`config.mk`:
```
export PLATFORM = sky130hd
export DESIGN_NAME = prefixed_hex_utf8_decoder_top_flat
export DESIGN_NICKNAME = d
export VERILOG_FILES = /design/src/design/phud_pkg.sv /design/src/design/phud_if.sv /design/src/design/phud_step.sv /design/src/design/prefixed_hex_utf8_decoder_top.sv /design/src/flat_wrapper.sv
export VERILOG_INCLUDE_DIRS = /design/src /design/src/design
export SDC_FILE = /design/constraint.sdc
export NUM_CORES = 1
export LEC_CHECK = 0
export BUFFER_PORTS_ARGS = -buffer_cell sky130_fd_sc_hd__buf_2
export CORE_ASPECT_RATIO = 0.5
export CORE_MARGIN = 2
export CORE_UTILIZATION = 58
export CTS_CLUSTER_SIZE = 10
export DETAILED_ROUTE_END_ITERATION = 10
export GPL_TIMING_DRIVEN = 0
export PLACE_DENSITY = 0.86
export SKIP_CTS_REPAIR_TIMING = 1
export SYNTH_ARGS = -nofsm -noshare
export SYNTH_HDL_FRONTEND = slang
export SYNTH_SLANG_ARGS = --single-unit
```
`constraint.sdc`:
```
create_clock -name i_clk -period 4.4 [get_ports i_clk]
set_input_delay 0.44 -clock i_clk [delete_from_list [all_inputs] [get_ports i_clk]]
set_output_delay 0.44 -clock i_clk [all_outputs]
set_load 0.02 [all_outputs]
```
`src/design/assert_macros.svh`:
```
// Concurrent assertion wrappers used by the top-level design file.
`ifndef ASSERT_MACROS_SVH
`define ASSERT_MACROS_SVH
`ifndef SYNTHESIS
`define PHUD_ASSERT(lbl, clk, rst_n, prop) \
    lbl: assert property (@(posedge clk) disable iff (!rst_n) prop) \
        else $error("assertion failed");
`define PHUD_ASSERT_CLK(lbl, clk, prop) \
    lbl: assert property (@(posedge clk) prop) \
        else $error("assertion failed");
`else
`define PHUD_ASSERT(lbl, clk, rst_n, prop)
`define PHUD_ASSERT_CLK(lbl, clk, prop)
`endif
`endif

```
`src/design/phud_pkg.sv`:
```
`default_nettype none
package phud_pkg;

    localparam int unsigned CHAR_W = 8;
    localparam int unsigned PREFIX_LEN = 3;

    localparam logic [CHAR_W-1:0] CHR_V    = 8'h76;
    localparam logic [CHAR_W-1:0] CHR_ONE  = 8'h31;
    localparam logic [CHAR_W-1:0] CHR_DASH = 8'h2D;
    localparam logic [CHAR_W-1:0] CHR_0    = 8'h30;
    localparam logic [CHAR_W-1:0] CHR_9    = 8'h39;
    localparam logic [CHAR_W-1:0] CHR_A    = 8'h61;
    localparam logic [CHAR_W-1:0] CHR_F    = 8'h66;
    localparam logic [3:0]        HEX_A_OFFSET = 4'd9;

    typedef enum logic [2:0] {
        ST_OK     = 3'd0,
        ST_PREFIX = 3'd1,
        ST_ODD    = 3'd2,
        ST_DIGIT  = 3'd3,
        ST_ZERO   = 3'd4,
        ST_UTF8   = 3'd5
    } t_status;

    typedef enum logic [2:0] {
        RNG_ANY   = 3'd0,
        RNG_A0_BF = 3'd1,
        RNG_80_9F = 3'd2,
        RNG_90_BF = 3'd3,
        RNG_80_8F = 3'd4
    } t_range;

    typedef struct packed {
        logic [1:0] prefix_pos;
        logic [3:0] high_nibble;
        logic       pending;
        logic [1:0] utf8_left;
        t_range     utf8_range;
        t_status    err;
    } t_state;

    localparam t_state STATE_RESET = '{
        prefix_pos:  2'd0,
        high_nibble: 4'd0,
        pending:     1'b0,
        utf8_left:   2'd0,
        utf8_range:  RNG_ANY,
        err:         ST_OK
    };

    typedef struct packed {
        logic               valid;
        logic [CHAR_W-1:0]  value_byte;
        logic               byte_present;
        logic               is_final;
        t_status            status;
    } t_result;

    typedef struct packed {
        logic       ok;
        logic [1:0] left;
        t_range     range;
    } t_utf8;

    function automatic logic [CHAR_W-1:0] prefix_char(input logic [1:0] pos);
        logic [CHAR_W-1:0] c;
        unique case (pos)
            2'd0:    c = CHR_V;
            2'd1:    c = CHR_ONE;
            default: c = CHR_DASH;
        endcase
        return c;
    endfunction

    function automatic t_status note_err(input t_status cur, input t_status e);
        if (cur == ST_OK || (cur == ST_UTF8 && (e == ST_DIGIT || e == ST_ZERO))) begin
            return e;
        end
        return cur;
    endfunction

    function automatic t_utf8 utf8_check(input logic [1:0] left, input t_range range,
                                         input logic [CHAR_W-1:0] b);
        t_utf8             r;
        logic [CHAR_W-1:0] lo;
        logic [CHAR_W-1:0] hi;
        r  = '{ok: 1'b1, left: 2'd0, range: RNG_ANY};
        lo = 8'h80;
        hi = 8'hBF;
        if (left != 2'd0) begin
            unique case (range)
                RNG_A0_BF: lo = 8'hA0;
                RNG_80_9F: hi = 8'h9F;
                RNG_90_BF: lo = 8'h90;
                RNG_80_8F: hi = 8'h8F;
                default:   lo = 8'h80;
            endcase
            r.ok   = (b >= lo) && (b <= hi);
            r.left = left - 2'd1;
        end else begin
            priority if (b < 8'h80) begin
                r.left = 2'd0;
            end else if (b >= 8'hC2 && b <= 8'hDF) begin
                r.left = 2'd1;
            end else if (b == 8'hE0) begin
                r.left = 2'd2; r.range = RNG_A0_BF;
            end else if (b == 8'hED) begin
                r.left = 2'd2; r.range = RNG_80_9F;
            end else if (b >= 8'hE1 && b <= 8'hEF) begin
                r.left = 2'd2;
            end else if (b == 8'hF0) begin
                r.left = 2'd3; r.range = RNG_90_BF;
            end else if (b >= 8'hF1 && b <= 8'hF3) begin
                r.left = 2'd3;
            end else if (b == 8'hF4) begin
                r.left = 2'd3; r.range = RNG_80_8F;
            end else begin
                r.ok = 1'b0;
            end
        end
        return r;
    endfunction

endpackage
`default_nettype wire

```
`src/design/phud_if.sv`:
```
`default_nettype none
interface phud_char_if;
    logic       valid;
    logic       ready;
    logic [7:0] char_code;
    logic       end_of_string;

    modport source (output valid, output char_code, output end_of_string, input ready);
    modport sink   (input valid, input char_code, input end_of_string, output ready);
endinterface

interface phud_res_if;
    logic       valid;
    logic       ready;
    logic [7:0] value_byte;
    logic       byte_present;
    logic       is_final;
    logic [2:0] status;

    modport source (output valid, output value_byte, output byte_present,
                    output is_final, output status, input ready);
    modport sink   (input valid, input value_byte, input byte_present,
                    input is_final, input status, output ready);
endinterface
`default_nettype wire

```
`src/design/phud_step.sv`:
```
`default_nettype none
module phud_step import phud_pkg::*; (
    input  t_state            i_state,
    input  logic [CHAR_W-1:0] i_char_code,
    input  logic              i_end,
    output t_state            o_next,
    output t_result           o_res
);

    logic              is_dec;
    logic              is_hex;
    logic [3:0]        digit;
    logic              have;
    logic [CHAR_W-1:0] byte_val;
    t_utf8             chk;
    t_state            n_state;
    t_status           fin_status;

    assign is_dec = (i_char_code >= CHR_0) && (i_char_code <= CHR_9);
    assign is_hex = (i_char_code >= CHR_A) && (i_char_code <= CHR_F);
    assign digit  = is_dec ? i_char_code[3:0] : i_char_code[3:0] + HEX_A_OFFSET;
    assign chk    = utf8_check(i_state.utf8_left, i_state.utf8_range,
                               {i_state.high_nibble, digit});

    always_comb begin
        n_state  = i_state;
        have     = 1'b0;
        byte_val = '0;
        if (i_state.prefix_pos < 2'(PREFIX_LEN)) begin
            if (i_state.err == ST_OK) begin
                if (i_char_code != prefix_char(i_state.prefix_pos)) begin
                    n_state.err = ST_PREFIX;
                end else begin
                    n_state.prefix_pos = i_state.prefix_pos + 2'd1;
                end
            end
        end else if (!i_state.pending) begin
            n_state.pending = 1'b1;
            if (!(is_dec || is_hex)) begin
                n_state.err = note_err(i_state.err, ST_DIGIT);
            end else begin
                n_state.high_nibble = digit;
            end
        end else begin
            n_state.pending = 1'b0;
            priority if (!(is_dec || is_hex)) begin
                n_state.err = note_err(i_state.err, ST_DIGIT);
            end else if (i_state.high_nibble == 4'd0 && digit == 4'd0) begin
                n_state.err = note_err(i_state.err, ST_ZERO);
            end else if (i_state.err == ST_OK) begin
                byte_val = {i_state.high_nibble, digit};
                if (chk.ok) begin
                    have               = 1'b1;
                    n_state.utf8_left  = chk.left;
                    n_state.utf8_range = chk.range;
                end else begin
                    n_state.err = ST_UTF8;
                end
            end else begin
                n_state.err = i_state.err;
            end
        end
    end

    always_comb begin
        fin_status = n_state.err;
        priority if (n_state.err == ST_OK && n_state.prefix_pos < 2'(PREFIX_LEN)) begin
            fin_status = ST_PREFIX;
        end else if (n_state.err != ST_PREFIX && n_state.prefix_pos == 2'(PREFIX_LEN)
                     && n_state.pending) begin
            fin_status = ST_ODD;
        end else if (n_state.err == ST_OK && n_state.utf8_left != 2'd0) begin
            fin_status = ST_UTF8;
        end else begin
            fin_status = n_state.err;
        end
    end

    always_comb begin
        o_res.valid        = i_end || have;
        o_res.is_final     = i_end;
        o_res.status       = i_end ? fin_status : ST_OK;
        o_res.byte_present = have && (!i_end || fin_status == ST_OK);
        o_res.value_byte   = o_res.byte_present ? byte_val : '0;
        o_next             = i_end ? STATE_RESET : n_state;
    end

endmodule
`default_nettype wire

```
`src/design/prefixed_hex_utf8_decoder_top.sv`:
```
`default_nettype none
// Channel   Direction  Payload
// i_char    in         char_code[7:0], end_of_string
// o_res     out        value_byte[7:0], byte_present, is_final, status[2:0]
//
// One character is taken per cycle unless a held result stalls; its result, if any, appears in the next cycle.
// The decode state and the result register update at the same edge.
// Reset is synchronous and returns the block to the start of a string.
// A stalled result holds; a new character is still taken in the cycle the result leaves.
`include "assert_macros.svh"
module prefixed_hex_utf8_decoder_top import phud_pkg::*; (
    input  wire       i_clk,
    input  wire       i_rst_n,
    phud_char_if.sink i_char,
    phud_res_if.source o_res
);

    t_state  r_state;
    t_state  n_state;
    t_result n_res;
    logic    r_out_valid;
    logic [CHAR_W-1:0] r_value_byte;
    logic    r_byte_present;
    logic    r_is_final;
    t_status r_status;
    logic    in_acc;

    phud_step u_step (
        .i_state     (r_state),
        .i_char_code (i_char.char_code),
        .i_end       (i_char.end_of_string),
        .o_next      (n_state),
        .o_res       (n_res)
    );

    assign i_char.ready = !r_out_valid || o_res.ready;
    assign in_acc       = i_char.valid && i_char.ready;

    always_ff @(posedge i_clk) begin
        if (!i_rst_n) begin
            r_state     <= STATE_RESET;
            r_out_valid <= 1'b0;
        end else if (in_acc) begin
            r_state     <= n_state;
            r_out_valid <= n_res.valid;
        end else if (o_res.ready) begin
            r_out_valid <= 1'b0;
        end
    end

    always_ff @(posedge i_clk) begin
        if (in_acc && n_res.valid) begin
            r_value_byte   <= n_res.value_byte;
            r_byte_present <= n_res.byte_present;
            r_is_final     <= n_res.is_final;
            r_status       <= n_res.status;
        end
    end

    assign o_res.valid        = r_out_valid;
    assign o_res.value_byte   = r_value_byte;
    assign o_res.byte_present = r_byte_present;
    assign o_res.is_final     = r_is_final;
    assign o_res.status       = r_status;

    `PHUD_ASSERT(a_mid_has_byte, i_clk, i_rst_n, r_out_valid && !r_is_final |-> r_byte_present && r_status == ST_OK)
    `PHUD_ASSERT(a_byte_only_ok, i_clk, i_rst_n, r_out_valid && r_byte_present |-> r_status == ST_OK)
    `PHUD_ASSERT(a_end_clears, i_clk, i_rst_n, in_acc && i_char.end_of_string |=> r_state == STATE_RESET)

endmodule
`default_nettype wire

```
`src/flat_wrapper.sv`:
```
// flat-port wrapper written by rule: the top's interface ports become plain ports
module prefixed_hex_utf8_decoder_top_flat import phud_pkg::*;
  (i_clk, i_rst_n, i_char_valid, i_char_char_code, i_char_end_of_string, i_char_ready, o_res_valid, o_res_value_byte, o_res_byte_present, o_res_is_final, o_res_status, o_res_ready);
  phud_char_if i_char_i ();
  phud_res_if o_res_i ();
  input  wire i_clk;
  input  wire i_rst_n;
  input wire logic [$bits(i_char_i.valid)-1:0] i_char_valid;
  input wire logic [$bits(i_char_i.char_code)-1:0] i_char_char_code;
  input wire logic [$bits(i_char_i.end_of_string)-1:0] i_char_end_of_string;
  output wire logic [$bits(i_char_i.ready)-1:0] i_char_ready;
  output wire logic [$bits(o_res_i.valid)-1:0] o_res_valid;
  output wire logic [$bits(o_res_i.value_byte)-1:0] o_res_value_byte;
  output wire logic [$bits(o_res_i.byte_present)-1:0] o_res_byte_present;
  output wire logic [$bits(o_res_i.is_final)-1:0] o_res_is_final;
  output wire logic [$bits(o_res_i.status)-1:0] o_res_status;
  input wire logic [$bits(o_res_i.ready)-1:0] o_res_ready;
  assign i_char_i.valid = i_char_valid;
  assign i_char_i.char_code = i_char_char_code;
  assign i_char_i.end_of_string = i_char_end_of_string;
  assign i_char_ready = i_char_i.ready;
  assign o_res_valid = o_res_i.valid;
  assign o_res_value_byte = o_res_i.value_byte;
  assign o_res_byte_present = o_res_i.byte_present;
  assign o_res_is_final = o_res_i.is_final;
  assign o_res_status = o_res_i.status;
  assign o_res_i.ready = o_res_ready;
  prefixed_hex_utf8_decoder_top u_core (.i_clk(i_clk), .i_rst_n(i_rst_n), .i_char(i_char_i), .o_res(o_res_i));
endmodule
```
# Word-level counts from Yosys, hierarchy flattened
# Index checks and enable logic that the tools add are counted.
# classes
add_sub_neg	3
order_cmp	15
eq_ne	16
n_mux	78
bitwise	4
n_reduce_logical	37
# ops
cell	n
$mux W3	23
$mux W5	9
$eq A8 B8 Y1 const B	4
$mux W8	4
$mux W1	27
$ge A8 B8 Y1 const B	3
$le A8 B8 Y1 const B	3
$pmux W6 S2	2
$mux W15	1
$logic_and A1 B1 Y1	14
$mux W2	7
$pmux W7 S2	1
$reduce_bool A2 Y1	7
$mux W4	3
$mux W10	1
$logic_not A3 Y1	3
$ge A8 B6 Y1 const B	1
$ge A8 B7 Y1 const B	1
$ge A8 B8 Y1	1
$le A8 B6 Y1 const B	1
$le A8 B7 Y1 const B	1
$le A8 B8 Y1	1
$logic_not A4 Y1	2
$lt A8 B8 Y1 const B	1
other kinds (19)	32
# totals
ff_bits	29
in_bits	13
out_inout_bits	15
word_cells	164

# Logic depth before layout (Yosys ltp)
# logic_depth
depth_word	29
depth_mapped	13
mapped_depth_nobuf	13

# Hierarchy
# A second synthesis with hierarchy kept.
# hier_totals
hier_cells	320
area_unflattened_um2	2686.3
# modules_own_cells
mod	instances	cells_per_inst	area_per_inst_um2	seq_area_each_um2
phud_step	1	236	1630.3	0.0
prefixed_hex_utf8_decoder_top	1	84	1056.0	710.7

# Least setup slack after synthesis
# OpenSTA, ideal clock, no wires.
# synth_path
kind	input to register
from	input port i_char_char_code[0]
to	register u_core.r_value_byte[0] (netlist: u_core.o_res.value_byte[0]) (data pin)
setup_ns	0.170
arrival_time_ns	3.339
required_time_ns	4.230
slack_ns	0.891
stages	13
n_path_buf	1
path_cell_list	clkbuf_1 inv_1 ha_1 o21bai_1 a21oi_4 mux2_4 o211a_1 nor3_2 o21a_1 a211oi_1 or4b_4 o2bb2ai_2 nor4_2
# synth_between
elab_chain_len	29
word_cells_on_any_way	88
cone_classes	add/sub (1); order compare (14); eq/ne (7); mux (45); bitwise (2); reduce/logical (19)
# synth_lines
element	line_no	rtl
start: declaration	flat_wrapper.sv:9	input wire logic [$bits(i_char_i.char_code)-1:0] i_char_char_code;
$ge A8 B6 Y1 / $le A8 B6 Y1 (equally long branches)	phud_step.sv:19	assign is_dec = (i_char_code >= CHR_0) && (i_char_code <= CHR_9);
$logic_and A1 B1 Y1	phud_step.sv:19	
$mux W4	phud_step.sv:21	assign digit = is_dec ? i_char_code[3:0] : i_char_code[3:0] + HEX_A_OFFSET;
$ge A8 B8 Y1 (tied with other cells)	phud_pkg.sv:113	end else if (b >= 8'hF1 && b <= 8'hF3) begin
$logic_and A1 B1 Y1 (tied with other cells)	phud_pkg.sv:113	
$mux W1 / $mux W2 (equally long branches)	phud_pkg.sv:113	
$mux W1 / $mux W5 (equally long branches)	phud_pkg.sv:111	end else if (b == 8'hF0) begin
$mux W1 / $mux W2 (equally long branches)	phud_pkg.sv:109	end else if (b >= 8'hE1 && b <= 8'hEF) begin
[... 13 more ...]	n/a	
$mux W3 / $logic_and A1 B1 Y1 (equally long branches)	phud_step.sv:72, phud_step.sv:70	
$mux W3	phud_step.sv:69	end else if (n_state.err != ST_PREFIX && n_state.prefix_pos == 2'(PREFIX_LEN)
$mux W3	phud_step.sv:67	priority if (n_state.err == ST_OK && n_state.prefix_pos < 2'(PREFIX_LEN)) begin
$logic_not A3 Y1	phud_step.sv:83	o_res.byte_present = have && (!i_end || fin_status == ST_OK);
$logic_or A1 B1 Y1	phud_step.sv:83	
$logic_and A1 B1 Y1	phud_step.sv:83	
$not A1 Y1 (no source line)	n/a	
$reduce_or A6 Y1 (no source line)	n/a	
end signal: assignment	prefixed_hex_utf8_decoder_top.sv:53	r_value_byte <= n_res.value_byte;
end: declaration	prefixed_hex_utf8_decoder_top.sv:22	logic [CHAR_W-1:0] r_value_byte;
# Parallel ways exist; a longest one is shown, timed or not. The select of a mux whose other input is x is not followed.
# A chain may end at the register's enable or synchronous reset.

# Final worst setup path
# layout_path
from	input port i_char_char_code[0]
to	register u_core.r_value_byte[3] (netlist: u_core.o_res.value_byte[3]) (data pin)
# The elaborated chain is that of the path after synthesis.

==> summary.txt <==
Route
  • Number of DRC markers in iteration 0: 229
  • Via/cell ratio: 6.14
  • Vias: 2,123
  • DR pass1 iterations: 5
  • DRC viols: 0
  • Post-route antenna net violation count: 0
  • Drt wl/cell: 15.1 µm
  • Final wirelength: 5230 µm

Worst setup path
  • CP max stage delay: 0.54 ns
  • CP Launch Type: primary input
  • Critical path required time: 4.49 ns
  • Crit-path cells: buf_2 -> clkbuf_1 -> inv_1 -> ha_1 -> o21bai_1 -> a21oi_4 -> mux2i_1 -> a31oi_2 -> nor3_2 -> o21a_1 -> a211oi_1 -> or4b_4 -> o2bb2ai_2 -> nor4_1
  • Setup crit end kind: flip-flop
  • Critical Path AT: 4.01 ns
  • Critical-path top delay cell: or4b_4
  • Critical-path maximum fanout: 9
  • Crit Path Class: primary input to flip-flop

Pwr
  • Total Power: 580 µW
  • Leak Pwr: 0.955 nW
  • Reg power frac: 49.9%
  • P_sw: 153 µW
  • Clk pwr share: 34.7%
  • Cell area power density: 231 nW/µm²
  • Logic gate share of total power: 15.3%
  • Net Sw Frac: 26.4%
  • Internal power: 427 µW
  • Peak supply drop: 0.111 mV

Timing
  • TNS Setup: 0 ns
  • Minimum clock period: 3.92 ns
  • Final hold violations: 0
  • Final clock skew: 0.0114 ns
  • RSZ-0062 raised after global routing: false
  • Worst-Margin Slew: 0.618 ns
  • Max Slew Vio Count: 0
  • Max Freq: 0.255 GHz
  • Relative slew slack: 57.6%
  • Setup violators final: 0
  • Final worst path period share: 89.1%

Finish
  • Fillers: 285
  • Layout Utilization: 70.6%
  • Register area: 711 µm²
  • Multi-input gate area: 1420 µm²
  • ANT cells: 0
  • Commonest non-fill, non-tap cell in the layout: buf_2
  • Commonest non-fill, non-tap cells in the layout: buf_2 (30), nor2_1 (18), nand2_1 (17)
  • Final #Nets: 320
  • Area grow syn2layout: 12.5%
  • Share of layout cells above drive strength 1: 17.3%

Clock tree
  • Clock sinks: 29
  • CTS H-tree depth: 2
  • Worst-Skew Late Latency: 0.29 ns
  • CTS Buf Count: 5
  • TritonCTS clock tree: done
  • Clk root buf: clkbuf_8
  • CTS max path bufs: 2
  • Worst-path clk slew: 0.05 ns

Synthesis
  • Synth cell types: 63
  • Number of synthesized register bits: 29
  • Mapped Area: 2240 µm²
  • Synth Area per Inst: 8.60 µm²
  • Synth async-reset ratio: 0%
  • Synthesized net count: 286
  • EDFF count, synth: 13
  • Synth Instances: 260
  • Largest area contributor in the synthesized netlist: edfxtp_1
  • Sequential fraction of the synthesis area: 31.8%
  • Synth warn: 0
  • Synth top area cells: edfxtp_1 (17%), dfxtp_1 (14%), ha_1 (7.3%)
  • Post-synth top area share: 17.4%
  • Top_reg_cell synth: dfxtp_1

Floorplanning
  • Die area: 4400 µm²
  • Starting Density: 62.7%
  • Die Height: 47.9 µm
  • Core area: 3570 µm²
  • Row count: 15
  • # IOs: 28
  • Die Wd: 91.8 µm

Global routing
  • Vias in the first global route: 1,797
  • GRT Overall Usage: 25.4%
  • GRT overflow: 0
  • First-pass GRT wire length: 8400 µm
  • Antenna violations before repair: 0
  • Largest net degree at the start of global routing: 15

Min path
  • Worst hold path type: primary input to flip-flop

Placed design
  • Final HPWL DP: 3970 µm
  • Port-buffer cells: 27
  • Routability Congestion: 0.896

Run
  • Number of max-cap violations: 0

Status
  • Status: completed
cells by family (layout without fill, tap and decap cells):
family / Yosys count / count (layout) / synth area share (%)
AO/OA/AOI/OAI: 67 / 67 / 21.5
XOR/XNOR: 6 / 6 / 2.35
adder cells (fa/ha/maj): 13 / 13 / 7.27
buffers and inverters: 26 / 61 / 4.70
flip-flops: 29 / 29 / 31.8
multiplexers: 2 / 2 / 1.12
AND/OR/NAND/NOR: 117 / 117 / 31.3
final timing paths:
check	from	to	slack [ns]	depth (start not counted)
max	i_char_char_code[0]	u_core.o_res.value_byte[3]	0.48	14
min	i_char_end_of_string	u_core.o_res.is_final	0.36	1
max reg2reg	u_core.r_state[4]	u_core.o_res.value_byte[3]	0.83	13
min reg2reg	u_core.r_state[13]	u_core.r_state[13]	0.52	2
worst max-delay path: cells and delay by family:
kind / cells / cell delay, ns
AO/OA/AOI/OAI: 6 / 1.04
multiplexers: 1 / 0.51
adder cells (fa/ha/maj): 1 / 0.25
buffers and inverters: 3 / 0.57
AND/OR/NAND/NOR: 3 / 1.20
metrics by stage:
| stage | worst slack (ns) | cells | instance area (µm²) | hold WS [ns] |
|---|---|---|---|---|
| 6_report | 0.480 | 346 | 2520 | 0.360 |
| 5_1_grt | 0.0578 | 346 | 2520 | 0.364 |
| 4_1_cts | 0.566 | 346 | 2520 | 0.354 |
| 3_5_place_dp | 0.299 | 338 | 2440 | 0.513 |
| 3_3_place_gp | 0.349 | 338 | 2440 | 0.486 |
| 2_1_floorplan | 0.891 | 260 | 2240 | 0.472 |
power groups by stage:
stage	logic, mW	registers [mW]	clock network, mW
floorplan	0.0509	0.303	0
global placement	0.0843	0.295	0
detailed placement	0.0864	0.295	0
CTS	0.0874	0.290	0.204
global route	0.0966	0.290	0.212
finish	0.0889	0.290	0.201
registers in the layout, summed over array words and instances, names as in the netlist:
name                       cells
u_core.o_res.value_byte        8
u_core.o_res.status            3
u_core.o_res.is_final          1
u_core.o_res.byte_present      1
u_core.o_res.valid             1
u_core.r_state                15
metal layers:
layer	GRT usage, %	routed length (µm)
met1	33.7	2460
met2	40.9	2120
met3	7.56	544
met4	9.25	95
met5	0	0
cells in the mapped netlist, types with 4 or more instances:
master / n
nor2b_1: 12
and2_1: 5
nor2_1: 18
nor3_1: 9
a21oi_1: 15
nor4_1: 6
inv_1: 15
xnor2_1: 4
dfxtp_1: 16
clkbuf_1: 5
ha_1: 13
nand3_1: 9
nor3b_1: 7
o21ai_0: 12
a21boi_0: 6
edfxtp_1: 13
and3_1: 7
nand2_1: 17
nand4_1: 4
area by class of cell:
| type | count | area share, % |
|---|---|---|
| Buffer | 9 | 1.64 |
| Clock buffer | 7 | 3.03 |
| Clock inverter | 1 | 0.149 |
| Inverter | 17 | 2.54 |
| Multi-Input combinational cell | 205 | 56.5 |
| Sequential cell | 29 | 28.2 |
| Tap cell | 51 | 2.54 |
| Timing Repair Buffer | 27 | 5.37 |
Power figures use the tool's default switching activity.
